**src/rtl/core/ptrm_pkg.sv**
```systemverilog
package ptrm_pkg;

   localparam int MaxTablesDefault = 32;
   localparam int EntriesPerTable = 1024;
   localparam int DirectoryEntries = 1024;
   localparam int PageShift = 12;
   localparam int DirShift = 22;
   localparam logic [31:0] LimitReset = 32'd134217728;

   localparam logic [1:0] STATUS_OK = 2'd0;
   localparam logic [1:0] STATUS_NO_FRAME = 2'd1;
   localparam logic [1:0] STATUS_NO_TABLE = 2'd2;

   localparam logic CSR_POOL_BASE = 1'b0;
   localparam logic CSR_POOL_LIMIT = 1'b1;

   // walk job handed from front to back
   typedef struct packed {
      logic        walk;
      logic        brk;
      logic [31:0] ret;
      logic [19:0] first_page;
      logic [20:0] end_page;
   } job_type;

   typedef enum logic [2:0] {
      ST_IDLE,
      ST_CLEAR,
      ST_DIR,
      ST_TAB,
      ST_NEXT,
      ST_DONE
   } walk_state_type;

endpackage

```
**src/rtl/core/ptrm_front.sv**
```systemverilog
module ptrm_front (
   input  logic              clock,
   input  logic              reset,
   input  logic              req_tvalid,
   output logic              req_tready,
   input  logic [63:0]       req_tdata,   // address[31:0], length[59:32]
   input  logic              req_tuser,   // mode
   input  logic [31:0]       highest_break,
   output logic              job_valid,
   input  logic              job_ready,
   output ptrm_pkg::job_type job
);

   logic              full_ff, full_in;
   ptrm_pkg::job_type job_ff, job_in;
   logic [31:0]       addr;
   logic [27:0]       len;
   logic [32:0]       end_addr;
   logic [31:0]       start;

   assign addr = req_tdata[31:0];
   assign len = req_tdata[59:32];
   assign req_tready = !full_ff;
   assign job_valid = full_ff;
   assign job = job_ff;

   always_comb begin
      start = req_tuser ? addr : highest_break;
      end_addr = req_tuser ? ({1'b0, addr} + {5'd0, len} + 33'hfff)
                           : ({1'b0, addr} + 33'hfff);
      job_in = job_ff;
      full_in = full_ff;
      if (full_ff && job_ready) begin
         full_in = 1'b0;
      end
      if (req_tvalid && req_tready) begin
         full_in = 1'b1;
         job_in.brk = !req_tuser;
         job_in.ret = addr;
         job_in.walk = req_tuser || (addr != 32'd0 && addr > highest_break);
         job_in.first_page = start[31:12];
         job_in.end_page = end_addr[32] ? 21'h10_0000 : end_addr[32:12];
      end
   end

   always_ff @(posedge clock) begin
      if (reset) begin
         full_ff <= 1'b0;
      end else begin
         full_ff <= full_in;
      end
      job_ff <= job_in;
   end

endmodule

```
**config.mk**
```make
export PLATFORM = sky130hd
export DESIGN_NAME = ptrm_front
export DESIGN_NICKNAME = d
export VERILOG_FILES = /design/src/rtl/core/ptrm_pkg.sv /design/src/rtl/core/ptrm_front.sv
export SDC_FILE = /design/constraint.sdc
export NUM_CORES = 1
export LEC_CHECK = 0
export BUFFER_PORTS_ARGS = -buffer_cell sky130_fd_sc_hd__buf_2
export CAP_MARGIN = 25
export CORE_MARGIN = 4
export CORE_UTILIZATION = 57
export CTS_CLUSTER_DIAMETER = 150
export CTS_CLUSTER_SIZE = 10
export DETAILED_ROUTE_END_ITERATION = 10
export PLACE_DENSITY = 0.95
export SLEW_MARGIN = 15
export SYNTH_ARGS = -nofsm -noshare
export SYNTH_HDL_FRONTEND = slang
export SYNTH_SLANG_ARGS = --single-unit
```
**constraint.sdc**
```tcl
create_clock -name clock -period 11.85 [get_ports clock]
set_input_delay 2.37 -clock clock [delete_from_list [all_inputs] [get_ports clock]]
set_output_delay 2.37 -clock clock [all_outputs]
set_load 0.01 [all_outputs]
```
=== Word level (Yosys, flattened, before mapping) ===
Cells that the tools add are included.

* Add/subtract/negate cells: 3
* Order comparisons: 1
* Multiplexer cells: 5
* Reductions and logical operators: 8

{| class="wikitable"
|+ Operators by type and width
! cell !! count
|-
| 32-bit by 12-bit adder with 33-bit output, second input constant || 1
|-
| 32-bit by 28-bit adder with 33-bit output || 1
|-
| 33-bit by 12-bit adder with 33-bit output, second input constant || 1
|-
| 33-bit two-way mux || 1
|-
| 32-bit > comparator || 1
|-
| 32-bit two-way mux || 1
|-
| 32-bit nonzero test || 1
|-
| 21-bit two-way mux || 1
|-
| 1-bit logical AND || 3
|-
| 1-bit logical NOT || 2
|-
| 1-bit two-way mux || 2
|-
| 2-bit nonzero test || 1
|-
| 1-bit logical OR || 1
|}

* Register bits after elaboration: 76
* Output and inout bits: 77
* Word-level logic and storage cells: 24

=== Depth between registers and ports, before layout ===
* Depth after elaboration: 4
* Mapped depth: 12
* Depth with buffers taken out: 12

=== Least setup slack after synthesis ===
No wires, ideal clock.

* Path kind: input to register
* Start point: input req_tvalid
* End point: register job_ff (netlist bit job[0]), enable pin
* Library setup time: 0.517 ns
* Arrival time: 5.654 ns
* Required time: 11.333 ns
* Path slack: 5.679 ns
* Cell stages on the path: 1
* Cells stage by stage: nor2b_1

* Longest elaborated chain between the ends: 1

{| class="wikitable"
|+ Ends and longest elaborated chain
! item !! line !! source
|-
| from (decl) || ptrm_front.sv:4 || <nowiki>input logic req_tvalid,</nowiki>
|-
| 1-bit logical AND || ptrm_front.sv:36 || <nowiki>if (req_tvalid && req_tready) begin</nowiki>
|-
| to (signal assigned) || ptrm_front.sv:52 || <nowiki>job_ff <= job_in;</nowiki>
|-
| to (decl) || ptrm_front.sv:15 || <nowiki>ptrm_pkg::job_type job_ff, job_in;</nowiki>
|}

Every way passes these cells.
A chain may end at the register's enable or synchronous reset.

=== Worst setup path in the final report ===
* Start point: input req_tdata[10]
* End point: register job_ff (netlist bit job[16]) (data pin)

* Longest elaborated chain between the ends: 3
* Elaborated cells between the ends (all ways): 4

{| class="wikitable"
|+ Ends and longest elaborated chain
! item !! line !! source
|-
| from (decl) || ptrm_front.sv:6 || <nowiki>input logic [63:0] req_tdata,</nowiki>
|-
| 32-bit by 28-bit adder with 33-bit output || ptrm_front.sv:29 || <nowiki>end_addr = req_tuser ? ({1'b0, addr} + {5'd0, len} + 33'hfff)</nowiki>
|-
| 33-bit by 12-bit adder with 33-bit output || ptrm_front.sv:29 ||
|-
| 33-bit two-way mux (*) || ptrm_front.sv:29 ||
|}

Every way passes the cells marked *; elsewhere a longest branch is shown, timed or not.

==> impl_metrics.json <==
{
  "cts_buffer_depth": 2,
  "worst_slew_pin_slew_ps": 945,
  "relSlewSlack": 0.370,
  "instances_no_fill": 920,
  "whs_endpoint": "job_valid$_SDFFE_PP0P_",
  "seq_area_sq_um": 2270,
  "cts_root_buffer": "clkbuf_8",
  "top_usage_layer": "met2",
  "yosysWarnings": 0,
  "ys.flop_type": "edfxtp_1",
  "setup_viol": 0,
  "detail_route.iter0.violations": 480,
  "reg2reg_setup_slack_ps": 10230,
  "dieArea_sq_um": 11900,
  "hp-class": "reg -> reg",
  "syn_avg_cell_area_sq_um": 9.51,
  "grt.met2_usage": 0.497,
  "yosysTopAreaCell": "edfxtp_1",
  "finalMaxSlewViolations": 0,
  "antennaDiodeCount": 0,
  "status": "finished, final reports clean",
  "drv_cap": 0,
  "wl_per_cell_microns": 18.4,
  "post-cts-setup-buffers": 0,
  "io_buffers": 173,
  "final_cell_mix": "173 x buf_2, 86 x ha_1, 82 x inv_1, 75 x edfxtp_1, 50 x nand2_1",
  "io_pins": 178,
  "startpoint_type": "primary input",
  "area_growth_pct": 21.0,
  "finalPower_uw": 808,
  "ff2ff_path_depth": 2,
  "die_h_microns": 109,
  "vias_per_cell": 6.02,
  "placed_cell_area_sq_um": 6830,
  "synth_top_area_frac": 0.386,
  "fillers": 708,
  "placedCellCount": 904,
  "gp_congestion": 0.894,
  "grt_pass1_vias": 5354,
  "reg2reg_to": "job[7]$_SDFFCE_PP0P_",
  "finClkSkew_ps": 11.4,
  "finalWorstSetupSlack_ps": 6740,
  "grt_pass1_wl_microns": 25800,
  "synth_cells": 614,
  "wl_microns": 16900,
  "grt_max_degree": 76,
  "cts_made_buffers": 9,
  "met1_usage": 0.331,
  "final_common_cell": "buf_2",
  "p_per_area_nw_per_um2": 114,
  "syn_area_sq_um": 5840,
  "drtPass1Iterations": 7,
  "rsz0062_at_grt": "no",
  "required_ps": 12060,
  "clock_sink_count": 76,
  "fin_crit_sh": 0.431,
  "dp_hpwl_microns": 13100,
  "die_w_microns": 109,
  "achievable-frequency_mhz": 196,
  "grt_util_all_layers": 0.280,
  "fin_nets": 969,
  "synthTopCellsByArea": "edfxtp_1 39%, ha_1 18%, inv_1 5.3%, o21ai_0 3.5%, nand2_1 3.2%",
  "grt.met3_usage": 0.0515,
  "yosysSeqAreaShare": 0.389,
  "worst_setup_path_end_kind": "flop",
  "hold_start": "job_valid$_SDFFE_PP0P_",
  "clock_latency_ps": 370,
  "yosysUniqueCellTypes": 55,
  "design.core.area_sq_um": 9860,
  "fin_crit_ps": 5110,
  "dp_slack_ps": 6410,
  "critical_path_arrival_ps": 5320,
  "hold_viol_final": 0,
  "drive_gt1_frac": 0.252,
  "p_leak_uw": 0.00343,
  "synth-edff-count": 75,
  "synth_nets": 801,
  "num_vias": 5535,
  "rows": 36,
  "initial_utilization": 0.592,
  "clk_pin_slew_worst_paths_ps": 80,
  "synth_seq_cells": 76,
  "worstSetupPathType": "in -> reg",
  "h-tree-depth": 3,
  "tritoncts": "built",
  "peakVddDrop_mv": 0.0784,
  "synth-async-reset-ratio": 0,
  "cp_max_fo": 5,
  "ant_nets": 0,
  "r2r_start": "job_valid$_SDFFE_PP0P_",
  "ctsHoldBuffers": 0,
  "hold_depth": 2,
  "drc": 0,
  "grt-ovfl-total": 0,
  "multi_input_area_sq_um": 3200,
  "cts_resized": 0,
  "final.setup.tns_ps": 0,
  "stdcell_area_sq_um": 7070,
  "antenna_found_initial": 0
}
## metal layers
metal,up-vias,share of wire
met3,68,0.095
met1,2555,0.37
met4,0,0.038
li1,2581,-
met2,331,0.50
met5,-,0
## metrics by stage
step | hold slack (ps) | util
CTS | 583 | 0.716
global placement | 549 | 0.692
detailed placement | 569 | 0.692
global route | 611 | 0.716
floorplan | 541 | -
finish | 579 | 0.716
## flip-flops by register name, indices dropped and copies added (netlist names)
signal	count
job_valid	1
job	75
## worst max-delay path: stages
cell,delay [ps]
buf_2,160
inv_1,60
ha_1,270
inv_1,40
ha_1,340
and3_1,210
a221oi_1,400
a21boi_0,180
a311o_1,420
a21bo_1,250
a311oi_1,310
a41oi_1,90
a31oi_1,210
## Yosys cell counts, types with 7 or more instances
cell and count:
a21o_1 20, nand2_1 50, ha_1 86, nor3_1 9, inv_1 82, nand4_1 13, o21ai_0 41, a21oi_1 34
nor4_1 10, xnor2_1 14, and3_1 10, a211oi_1 18, clkbuf_1 16, nand3_1 12, nor2b_1 7, edfxtp_1 75
xor2_1 13, nor2_1 34
## power by group
| group | total [uW] | leakage (uW) | switching [uW] | internal [uW] |
|---|---|---|---|---|
| Combinational | 241 | 0.00259 | 145 | 96.6 |
| Sequential | 327 | 0.000727 | 5.35 | 322 |
| Clock | 240 | 0.000117 | 99.3 | 140 |
## layout make-up
type | instances | area share
timing repair buffer | 175 | 0.125
clock buffer | 10 | 0.0181
multi-input combinational | 438 | 0.453
inverter | 82 | 0.0436
sequential | 76 | 0.322
clock inverter | 6 | 0.0158
tap | 133 | 0.0235
## worst max-delay path by stage
stage / cells after the start / endpoint / from / slack, ps
after floorplan: 1 / job[0]$_SDFFCE_PP0P_ / req_tvalid / 5680
after CTS: 11 / job[15]$_SDFFCE_PP0P_ / req_tdata[16] / 6810
final: 13 / job[16]$_SDFFCE_PP0P_ / req_tdata[10] / 6740
after global routing: 11 / job[14]$_SDFFCE_PP0P_ / req_tdata[14] / 6530
after detailed placement: 11 / job[15]$_SDFFCE_PP0P_ / req_tdata[16] / 6410
after global placement: 11 / job[14]$_SDFFCE_PP0P_ / req_tdata[14] / 6430
## cells by family (layout without fill, tap and decap cells)
family | Yosys count | count (layout) | share of synthesized area
flip-flops | 76 | 76 | 0.389
multiplexers | 3 | 3 | 0.00535
AND/OR/NAND/NOR | 165 | 165 | 0.140
AO/OA/AOI/OAI | 157 | 157 | 0.176
XOR/XNOR | 27 | 27 | 0.0405
buffers and inverters | 100 | 273 | 0.0645
adder cells (fa/ha/maj) | 86 | 86 | 0.184
Note: power is estimated with default switching activity, not from simulation.
